==> src/rtl/core/spcs_pkg.sv <==
// Shared constants, types and controller state codes for the sprite priority sorter.
`default_nettype none

package spcs_pkg;

	localparam int MAX_SPRITES = 64;
	localparam int STORE_DEPTH = 64;
	localparam int CAPACITY    = (MAX_SPRITES < STORE_DEPTH) ? MAX_SPRITES : STORE_DEPTH;
	localparam int ADDR_W      = $clog2(STORE_DEPTH);
	localparam int CNT_W       = $clog2(STORE_DEPTH + 1);
	localparam int WORD_W      = 16;
	localparam int SLOT_W      = 6;
	localparam int RANK_W      = ADDR_W;
	localparam int PRIO_W      = 2;
	localparam int PRIO_LSB    = 10;
	localparam int NUM_BUCKETS = 4;
	localparam int ENTRY_W     = 4 * WORD_W + RANK_W;

	typedef enum logic [1:0] {
		ST_LOAD,
		ST_READ,
		ST_SHOW
	} spcs_state_t;

	// controller -> datapath
	typedef struct packed {
		logic accept;
		logic read;
		logic advance;
	} spcs_cmd_t;

	// datapath -> controller
	typedef struct packed {
		logic final_entry;
	} spcs_sts_t;

endpackage

`default_nettype wire

==> src/rtl/core/spcs_ctrl.sv <==
// Controller state machine: batch loading, read issue and result transfer.
`default_nettype none

module spcs_ctrl
	import spcs_pkg::*;
(
	input  wire logic      clk,
	input  wire logic      arst_n,
	input  wire logic      in_valid,
	input  wire logic      last_sprite,
	input  wire logic      out_stall,
	input  wire spcs_sts_t sts,
	output      logic      in_stall,
	output      logic      out_valid,
	output      spcs_cmd_t cmd
);

	spcs_state_t state_q, state_d;

	always_ff @(posedge clk or negedge arst_n) begin
		if (!arst_n) begin
			state_q <= ST_LOAD;
		end else begin
			state_q <= state_d;
		end
	end

	always_comb begin
		state_d     = state_q;
		cmd         = '0;
		in_stall    = 1'b1;
		out_valid   = 1'b0;
		case (state_q)
			ST_LOAD: begin
				in_stall   = 1'b0;
				cmd.accept = in_valid;
				if (in_valid && last_sprite) begin
					state_d = ST_READ;
				end
			end
			ST_READ: begin
				cmd.read = 1'b1;
				state_d  = ST_SHOW;
			end
			ST_SHOW: begin
				out_valid = 1'b1;
				if (!out_stall) begin
					cmd.advance = 1'b1;
					state_d     = sts.final_entry ? ST_LOAD : ST_READ;
				end
			end
			default: begin
				state_d = ST_LOAD;
			end
		endcase
	end

	a_no_accept_while_emitting: assert property (@(posedge clk) disable iff (!arst_n)
		out_valid |-> in_stall)
		else $error("input open while a result is shown");

	a_read_before_show: assert property (@(posedge clk) disable iff (!arst_n)
		cmd.read |=> out_valid)
		else $error("read not followed by result");

	a_final_returns_to_load: assert property (@(posedge clk) disable iff (!arst_n)
		(cmd.advance && sts.final_entry) |=> !in_stall)
		else $error("batch end did not reopen input");

endmodule

`default_nettype wire

==> src/rtl/core/spcs_dp.sv <==
// Datapath: entry memory, bucket counters, read index and slot computation.
`default_nettype none

module spcs_dp
	import spcs_pkg::*;
(
	input  wire logic                clk,
	input  wire logic                arst_n,
	input  wire logic                cfg_wr_en,
	input  wire logic                cfg_wr_data,
	input  wire logic [WORD_W-1:0]   attr_word0,
	input  wire logic [WORD_W-1:0]   attr_word1,
	input  wire logic [WORD_W-1:0]   attr_word2,
	input  wire logic [WORD_W-1:0]   attr_fill,
	input  wire spcs_cmd_t           cmd,
	output      spcs_sts_t           sts,
	output      logic [SLOT_W-1:0]   slot_index,
	output      logic [WORD_W-1:0]   out_word0,
	output      logic [WORD_W-1:0]   out_word1,
	output      logic [WORD_W-1:0]   out_word2,
	output      logic [WORD_W-1:0]   out_fill
);

	logic [ENTRY_W-1:0] mem [STORE_DEPTH];
	logic [ENTRY_W-1:0] rd_data_q;
	logic [CNT_W-1:0]   count_q;
	logic [CNT_W-1:0]   bucket_q [NUM_BUCKETS];
	logic [ADDR_W-1:0]  rd_idx_q;
	logic               sort_en_q;

	logic [PRIO_W-1:0]  in_prio;
	logic [PRIO_W-1:0]  rd_prio;
	logic [RANK_W-1:0]  rd_rank;
	logic [SLOT_W-1:0]  offset [NUM_BUCKETS];
	logic               room;
	logic               store;

	assign in_prio = attr_word2[PRIO_LSB +: PRIO_W];
	assign room    = count_q < CNT_W'(CAPACITY);
	assign store   = cmd.accept && room;

	always_ff @(posedge clk or negedge arst_n) begin
		if (!arst_n) begin
			sort_en_q <= 1'b0;
		end else if (cfg_wr_en) begin
			sort_en_q <= cfg_wr_data;
		end
	end

	always_ff @(posedge clk) begin
		if (store) begin
			mem[count_q[ADDR_W-1:0]] <= {bucket_q[in_prio][RANK_W-1:0],
				attr_fill, attr_word2, attr_word1, attr_word0};
		end
		if (cmd.read) begin
			rd_data_q <= mem[rd_idx_q];
		end
	end

	always_ff @(posedge clk or negedge arst_n) begin
		if (!arst_n) begin
			count_q  <= '0;
			rd_idx_q <= '0;
			for (int b = 0; b < NUM_BUCKETS; b++) begin
				bucket_q[b] <= '0;
			end
		end else if (cmd.advance && sts.final_entry) begin
			// batch done: clear counters for the next one
			count_q  <= '0;
			rd_idx_q <= '0;
			for (int b = 0; b < NUM_BUCKETS; b++) begin
				bucket_q[b] <= '0;
			end
		end else begin
			if (cmd.advance) begin
				rd_idx_q <= rd_idx_q + ADDR_W'(1);
			end
			if (store) begin
				count_q          <= count_q + CNT_W'(1);
				bucket_q[in_prio] <= bucket_q[in_prio] + CNT_W'(1);
			end
		end
	end

	// exclusive prefix sum of lower-priority counts, kept modulo the slot range
	always_comb begin
		offset[0] = '0;
		for (int b = 1; b < NUM_BUCKETS; b++) begin
			offset[b] = offset[b-1] + bucket_q[b-1][SLOT_W-1:0];
		end
	end

	assign rd_prio = rd_data_q[2*WORD_W + PRIO_LSB +: PRIO_W];
	assign rd_rank = rd_data_q[4*WORD_W +: RANK_W];

	assign sts.final_entry = ({1'b0, rd_idx_q} + CNT_W'(1)) == count_q;

	assign slot_index = sort_en_q ? (offset[rd_prio] + SLOT_W'(rd_rank))
	                              : SLOT_W'(rd_idx_q);
	assign out_word0  = rd_data_q[0 +: WORD_W];
	assign out_word1  = rd_data_q[WORD_W +: WORD_W];
	assign out_word2  = rd_data_q[2*WORD_W +: WORD_W];
	assign out_fill   = rd_data_q[3*WORD_W +: WORD_W];

	a_count_in_range: assert property (@(posedge clk) disable iff (!arst_n)
		count_q <= CNT_W'(CAPACITY))
		else $error("entry count beyond capacity");

	a_read_within_batch: assert property (@(posedge clk) disable iff (!arst_n)
		cmd.read |-> ({1'b0, rd_idx_q} < count_q))
		else $error("read past stored entries");

	a_clear_after_batch: assert property (@(posedge clk) disable iff (!arst_n)
		(cmd.advance && sts.final_entry) |=> (count_q == '0 && rd_idx_q == '0))
		else $error("counters not cleared after batch");

endmodule

`default_nettype wire

==> src/rtl/core/sprite_priority_counting_sort.sv <==
// Top level of the stable four-bucket sprite priority sorter.
//
//  channel  direction  handshake             payload
//  input    in         in_valid / in_stall   attr_word0..2, attr_fill, last_sprite
//  output   out        out_valid / out_stall slot_index, out_word0..2, out_fill, last_out
//  config   in         cfg_wr_en             cfg_wr_data (sort_enable)
//
// While loading, input is never stalled; entries past capacity are dropped.
// After the entry marked last, each stored entry is read from memory, then shown
// until out_stall is low; input stays stalled meanwhile. The next entry is read only
// after the shown one is taken, through the single registered read port of the memory.
// Reset clears the counters, sort_enable and the controller; memory is not cleared.
`default_nettype none

module sprite_priority_counting_sort
	import spcs_pkg::*;
(
	input  wire logic              clk,
	input  wire logic              arst_n,
	input  wire logic              cfg_wr_en,
	input  wire logic              cfg_wr_data,
	input  wire logic              in_valid,
	output      logic              in_stall,
	input  wire logic [WORD_W-1:0] attr_word0,
	input  wire logic [WORD_W-1:0] attr_word1,
	input  wire logic [WORD_W-1:0] attr_word2,
	input  wire logic [WORD_W-1:0] attr_fill,
	input  wire logic              last_sprite,
	output      logic              out_valid,
	input  wire logic              out_stall,
	output      logic [SLOT_W-1:0] slot_index,
	output      logic [WORD_W-1:0] out_word0,
	output      logic [WORD_W-1:0] out_word1,
	output      logic [WORD_W-1:0] out_word2,
	output      logic [WORD_W-1:0] out_fill,
	output      logic              last_out
);

	spcs_cmd_t cmd;
	spcs_sts_t sts;

	spcs_ctrl u_ctrl (
		.clk         (clk),
		.arst_n      (arst_n),
		.in_valid    (in_valid),
		.last_sprite (last_sprite),
		.out_stall   (out_stall),
		.sts         (sts),
		.in_stall    (in_stall),
		.out_valid   (out_valid),
		.cmd         (cmd)
	);

	spcs_dp u_dp (
		.clk         (clk),
		.arst_n      (arst_n),
		.cfg_wr_en   (cfg_wr_en),
		.cfg_wr_data (cfg_wr_data),
		.attr_word0  (attr_word0),
		.attr_word1  (attr_word1),
		.attr_word2  (attr_word2),
		.attr_fill   (attr_fill),
		.cmd         (cmd),
		.sts         (sts),
		.slot_index  (slot_index),
		.out_word0   (out_word0),
		.out_word1   (out_word1),
		.out_word2   (out_word2),
		.out_fill    (out_fill)
	);

	assign last_out = sts.final_entry;

endmodule

`default_nettype wire
==> config.mk <==
export PLATFORM = sky130hd
export DESIGN_NAME = sprite_priority_counting_sort
export DESIGN_NICKNAME = d
export VERILOG_FILES = /design/src/rtl/core/spcs_pkg.sv /design/src/rtl/core/spcs_ctrl.sv /design/src/rtl/core/spcs_dp.sv /design/src/rtl/core/sprite_priority_counting_sort.sv
export SDC_FILE = /design/constraint.sdc
export NUM_CORES = 2
export LEC_CHECK = 0
export ABC_AREA = 0
export BUFFER_PORTS_ARGS = -buffer_cell sky130_fd_sc_hd__clkbuf_2
export CELL_PAD_IN_SITES_DETAIL_PLACEMENT = 0
export CELL_PAD_IN_SITES_GLOBAL_PLACEMENT = 1
export CORE_UTILIZATION = 55
export CTS_CLUSTER_DIAMETER = 50
export CTS_CLUSTER_SIZE = 28
export DETAILED_ROUTE_END_ITERATION = 10
export MAX_ROUTING_LAYER = met4
export PLACE_DENSITY_LB_ADDON = 0.1
export SYNTH_ARGS = -nofsm -noshare
export SYNTH_HDL_FRONTEND = slang
export SYNTH_MEMORY_MAX_BITS = 65536
export SYNTH_SLANG_ARGS = --single-unit
==> constraint.sdc <==
create_clock -name clk -period 6.9 [get_ports clk]
set_clock_uncertainty 0.2 [all_clocks]
set_input_delay 1.035 -clock clk [delete_from_list [all_inputs] [get_ports clk]]
set_output_delay 1.035 -clock clk [all_outputs]
set_load 0.02 [all_outputs]
### After elaboration in Yosys (flattened, before gate mapping)

Memory sizes are Yosys's and may differ from the RTL's. A register that Yosys moved wholly into a read port is not among the register bits.
Index checks and enable logic that the tools add are counted.

| operators by class | value |
|---|---|
| $add $sub $neg | 7 |
| magnitude comparators | 4 |
| equality and inequality tests | 5 |
| mux-type cells | 28 |
| bitwise operators | 2 |
| reduce and logical (&&, ||, !) cells | 8 |

Operator list:

| cell | count |
|---|---|
| two-way mux 28 bit | 2 |
| two-way mux 7 bit | 5 |
| two-way mux 6 bit | 5 |
| bitwise mux 28 bit | 1 |
| adder 6 bit | 3 |
| adder 7 x 1 -> 7 bit, second input constant | 2 |
| binary-select mux 7 bit (select 2 bit) | 1 |
| demux 7 bit (select 2 bit) | 1 |
| binary-select mux 6 bit (select 2 bit) | 1 |
| two-way mux 1 bit | 9 |
| adder 6 x 1 -> 7 bit, second input constant | 1 |
| equality test 7 bit | 1 |
| less-than comparator 7 bit, second input constant | 1 |
| adder 6 x 1 -> 6 bit, second input constant | 1 |
| greater-or-equal comparator 3 bit, second input constant | 2 |
| NOT 2 -> 3 bit | 2 |
| case mux 2 bit (3 select lines) | 1 |
| logical AND 1 bit | 4 |
| two-way mux 2 bit | 2 |
| nonzero test 2 bit | 2 |
| less-than comparator 3 x 1 -> 1 bit, second input constant | 1 |
| equality test 2 x 1 -> 1 bit, second input constant | 1 |
| equality test 2 bit, second input constant | 1 |
| logical NOT 2 bit | 1 |
| 3 further kinds | 3 |

| storage, ports and cells | value |
|---|---|
| bits in registers | 44 |
| bits in writable memories | 4480 |
| input bits | 71 |
| output and inout bits | 73 |
| logic and storage cells | 63 |
| memories kept | 1 |

Memory list:

| name | depth | width | read ports | clocked after memory_dff | wr ports | line | source |
|---|---|---|---|---|---|---|---|
| u_dp.mem | 64 | 70 | 1 | 1 | 1 | spcs_dp.sv:24 | `logic [ENTRY_W-1:0] mem [STORE_DEPTH];` |

### Depth between registers and ports, before layout

| logic depth | value |
|---|---|
| word-level depth | 8 |
| depth in mapped cells | 16 |
| depth with buffers taken out | 16 |

### Cells and area by module

A second synthesis with hierarchy kept.

| unflattened totals | value |
|---|---|
| cells, all modules | 7145 |
| area total of the unflattened synthesis | 175301.9 um2 |

By module, submodules not included:

| module | instances | cells an instance | area an instance (um2) | seq. area each (um2) |
|---|---|---|---|---|
| spcs_dp | 1 | 7132 | 175184.3 | 137582.0 |
| spcs_ctrl | 1 | 13 | 117.6 | 50.0 |

### Worst setup path before layout

No wires, ideal clock.

| timing path | value |
|---|---|
| path kind | input-to-reg |
| start point | input in_valid |
| end point | memory u_dp.mem[63][0] (netlist bit) (enable) |
| setup time | 0.499 ns |
| data arrival time | 5.109 ns |
| data required time | 6.201 ns |
| slack | 1.092 ns |
| stages | 8 |
| buffers on the path | 2 |
| cell sequence | inv_1 -> nor2_1 -> nor2b_1 -> clkbuf_1 -> and2_1 -> nand3_1 -> clkbuf_1 -> nor2_1 |

| on the way | value |
|---|---|
| word-level cells in the longest chain between the ends | 4 |

Ends and longest elaborated chain:

| what | line | source |
|---|---|---|
| start, declared | sprite_priority_counting_sort.sv:22 | `input wire logic in_valid,` |
| two-way mux 1 bit | spcs_ctrl.sv:33 | `case (state_q)` |
| logical AND 1 bit | spcs_dp.sv:40 | `assign store = cmd.accept && room;` |
| two-way mux 1 bit | spcs_dp.sv:51 | `if (store) begin` |
| two-way mux 1 bit (not written as such) | spcs_dp.sv:52 | `mem[count_q[ADDR_W-1:0]] <= {bucket_q[in_prio][RANK_W-1:0],` |
| end, declared | spcs_dp.sv:24 |  |

Every way passes these cells.

### Worst setup path in the final report

| timing path | value |
|---|---|
| start point | register u_dp.bucket_q[14] (netlist bit) |
| end point | output slot_index[5] |

| on the way | value |
|---|---|
| word-level cells in the longest chain between the ends | 7 |

Ends and longest elaborated chain:

| what | line | source |
|---|---|---|
| start, declared | spcs_dp.sv:27 | `logic [CNT_W-1:0] bucket_q [NUM_BUCKETS];` |
| start signal, assigned by index | spcs_dp.sv:80 | `bucket_q[in_prio] <= bucket_q[in_prio] + CNT_W'(1);` |
| adder 6 bit * | spcs_dp.sv:89 | `offset[b] = offset[b-1] + bucket_q[b-1][SLOT_W-1:0];` |
| adder 6 bit | spcs_dp.sv:89 |  |
| binary-select mux 6 bit (select 2 bit) * | spcs_dp.sv:98 | `assign slot_index = sort_en_q ? (offset[rd_prio] + SLOT_W'(rd_rank))` |
| two-way mux 6 bit (not written as such) * (2 in series) | spcs_dp.sv:98 |  |
| adder 6 bit * | spcs_dp.sv:98 |  |
| two-way mux 6 bit * | spcs_dp.sv:98 |  |
| end, declared | sprite_priority_counting_sort.sv:31 | `output logic [SLOT_W-1:0] slot_index,` |

Mark *: on every way between the ends. The rest lies on a longest branch, timed or not. The select of a mux whose other input is x is not followed.

==> metrics.cfg <==
[status]
status = complete, no violations

[die]
initial_core_util_pct = 55.23
io_pins = 144
die_w_um = 566.9
die_y_um = 566.9
design.die.area_um2 = 321400
core_um2 = 317800
rows = 207

[global_routing]
grt_pass1_wl_um = 655200
grtUsageTotal_pct = 30.36
grt-ovfl-total = 0
antenna_found_initial = 17
grt_max_degree = 140
grt_pass1_vias = 82280

[drt]
firstDrtPassIters = 8
drc = 0
vias = 83180
vias_per_cell = 6.812
drtIter0Drc = 11780
drt-wirelength-per-cell_um = 38.48
wirelength_um = 469800
ant_nets = 0

[worst_setup_path]
r2r_end = u_dp.mem[7][33]
crit_fanout = 3
critPathLaunchType = flop
reg2reg_depth = 8
crit_path_end = slot_index[5]
startpoint = u_dp.bucket_q[14]
r2r_start = u_ctrl.state_q[1]
cp-end-kind = output port
reg2reg_setup_slack_ns = 1.90
arrival_ns = 4.99
critical_path_class = flop to output port
critPathRequiredTime_ns = 5.66

[placed_design]
dp_hpwl_um = 246000
gp_congestion = 0.7933
port_buffers = 143

[clock_tree]
cts.clk_slew.worst_paths_ns = 0.06
ctsHtreeMaxLevel = 5
clock-root-buffer = clkbuf_16
cts_buffers = 446
clock_latency_ns = 0.99
cts.sinks = 4590
post-cts-setup-buffers = 0
clock_path_buffers = 4
tritoncts = built

[timing]
fin_setup_tns_ns = 0
min_period_ns = 6.223
finalSetupViolations = 0
maxSlewHeadroom_pct = 10.55
hold_viol = 0
max_freq_mhz = 160.7
rsz0062_at_grt = false
tightest_slew_ns = 1.339
drv_slew = 0
finalCritPeriodShare_pct = 90.19

[yosys]
yosys.area_share.simple_pct = 0.9161
ys_types = 51
synthCells = 7195
synth_warnings = 0
yosys.area_share.adder_pct = 0.1625
synth_top_family_by_area = multiplexers
syn_nets = 7287
synth_enable_flop_cells = 4550
ys_seq_elements = 4590
synthMuxAreaShare_pct = 18.17
synthArstFlopShare_pct = 0.8715
synth_seq_area_share_pct = 78.42
synth_compound_area_share_pct = 0.9189
synthFlopType = edfxtp_1
synth_area_um2 = 175500
avgSynthCellArea_um2 = 24.39
synthXorXnorAreaFrac_pct = 0.1476

[final_layout]
fillers = 21010
nNetsFinal = 7716
regArea_um2 = 137700
final_util_pct = 62.57
drive_gt1_share_pct = 33.33
multiInputGateArea_um2 = 36160
area_growth_pct = 13.30

[pwr]
power_leakage_nw = 61.64
peakVddDrop_mv = 0.3880
powerDensity_nw_per_um2 = 391.0

[run]
maxCapViolCount = 0

[hold_path]
min_path_type = primary input to flop

per-stage QoR:
stage                     cell area (um^2)  hold WS (ns)  std cells  power (mW)  setup slack (ns)
after floorplan                     175500        0.2707       7195       46.31             1.092
after global placement              183000        0.3003      11350       52.57             1.525
after detailed placement            183000        0.3057      11350       52.64             1.659
after CTS                           198800      0.005977      12200       78.28            0.6113
after global routing                198800       0.05976      12200       80.25            0.3845
final                               198800       0.07144      12210       77.76            0.6766
layout by cell type, fill, tap and decap left out, types with 21 or more instances in the layout:
cell type and n:
inv_6 82, a21oi_1 68, a31oi_1 41, edfxtp_1 4550, o21ai_0 21, mux4_2 1356
bufinv_16 42, clkinv_8 38, clkinv_4 52, buf_4 195, nor2b_1 36, inv_8 56
clkbuf_16 450, clkinv_2 33, a211oi_1 44, nor2_4 64, o221ai_1 38, clkbuf_2 143
nor2_1 55, clkinv_1 25, dfrtp_1 34, clkinvlp_4 37, nand2_1 145, buf_12 86
mux2i_1 129
report_power, final:
part	switching (mW)	internal, mW	total [mW]	leakage [nW]
Combinational	10.4	8.97	19.4	12.6
Clock	11.8	14.1	25.8	7.63
Sequential	0.513	32.0	32.5	41.5
final cells by class:
type                    instances  share of cell area [%]
inverters                      15                 0.03587
clock inverters               377                   2.247
clock buffers                 468                   5.697
diodes                          9                 0.01133
repair buffers                425                   1.967
flip-flops and latches       4590                   69.23
multi-input cells            2146                   18.19
well taps                    4180                   2.630
synth_stat cells, types with 21 or more instances:
cell	instances	area [um^2]
nand2_1	146	548.0
buf_4	90	675.7
nor2b_1	37	231.5
edfxtp_1	4550	136600
buf_1	57	214.0
o221ai_1	38	332.8
a31oi_1	41	256.5
mux4_2	1356	30540
nor2_1	119	446.7
dfrtp_1	40	1001
buf_2	123	615.6
a21oi_1	68	340.3
o21ai_0	21	105.1
mux2i_1	129	1291
clkbuf_1	173	649.4
a211oi_1	44	330.3
critical path, stage by stage, from the launching register on:
cell	delay, ns
dfrtp_1	0.41
ha_1	0.25
fa_1	0.55
inv_1	0.07
fa_1	0.43
nand2_1	0.08
o21ai_0	0.09
o21ai_0	0.29
ha_1	0.29
a21o_1	0.19
a21oi_1	0.22
o21bai_1	0.10
a21oi_1	0.17
xnor2_1	0.10
or3_1	0.38
a31o_2	0.25
clkbuf_2	0.15
flip-flops by register name (all words and copies together) (netlist names):
name	count
u_dp.count_q	7
u_dp.rd_data_q	70
u_dp.bucket_q	24
u_dp.mem	4480
u_dp.rd_idx_q	6
u_dp.sort_en_q	1
u_ctrl.state_q	2
kinds of logic after synthesis:
kind of cell,Yosys count
multiplexers,1490
flip-flops,4590
XOR/XNOR,28
AO/OA/AOI/OAI,246
buffers and inverters,459
adder cells (fa/ha/maj),21
AND/OR/NAND/NOR,361
metal layers:
metal / part of all wire, % / global-route usage (%) / routed length (um)
met4: 2.0 / 6.290 / 9479
met2: 47 / 45.36 / 223100
met3: 9.6 / 5.069 / 45070
met1: 41 / 45.02 / 192200
met5: 0 / - / 0
worst min path at each step:
stage                                  from                 to  slack, ns  depth (start not counted)
after floorplan           u_ctrl.state_q[1]  u_ctrl.state_q[0]       0.27                          1
after global placement     u_dp.bucket_q[4]   u_dp.bucket_q[4]       0.30                          2
after detailed placement   u_dp.bucket_q[4]   u_dp.bucket_q[4]       0.31                          2
after CTS                         out_stall  u_ctrl.state_q[1]      0.006                          2
after global routing              out_stall  u_ctrl.state_q[1]       0.06                          2
final                             out_stall  u_ctrl.state_q[1]       0.07                          2
timing repair:
action                    4_1_cts  5_1_grt
hold buffers                    1        0
hold endpoints to repair       40        0
gates resized for setup         0        0
(Power assumes the default switching activity.)
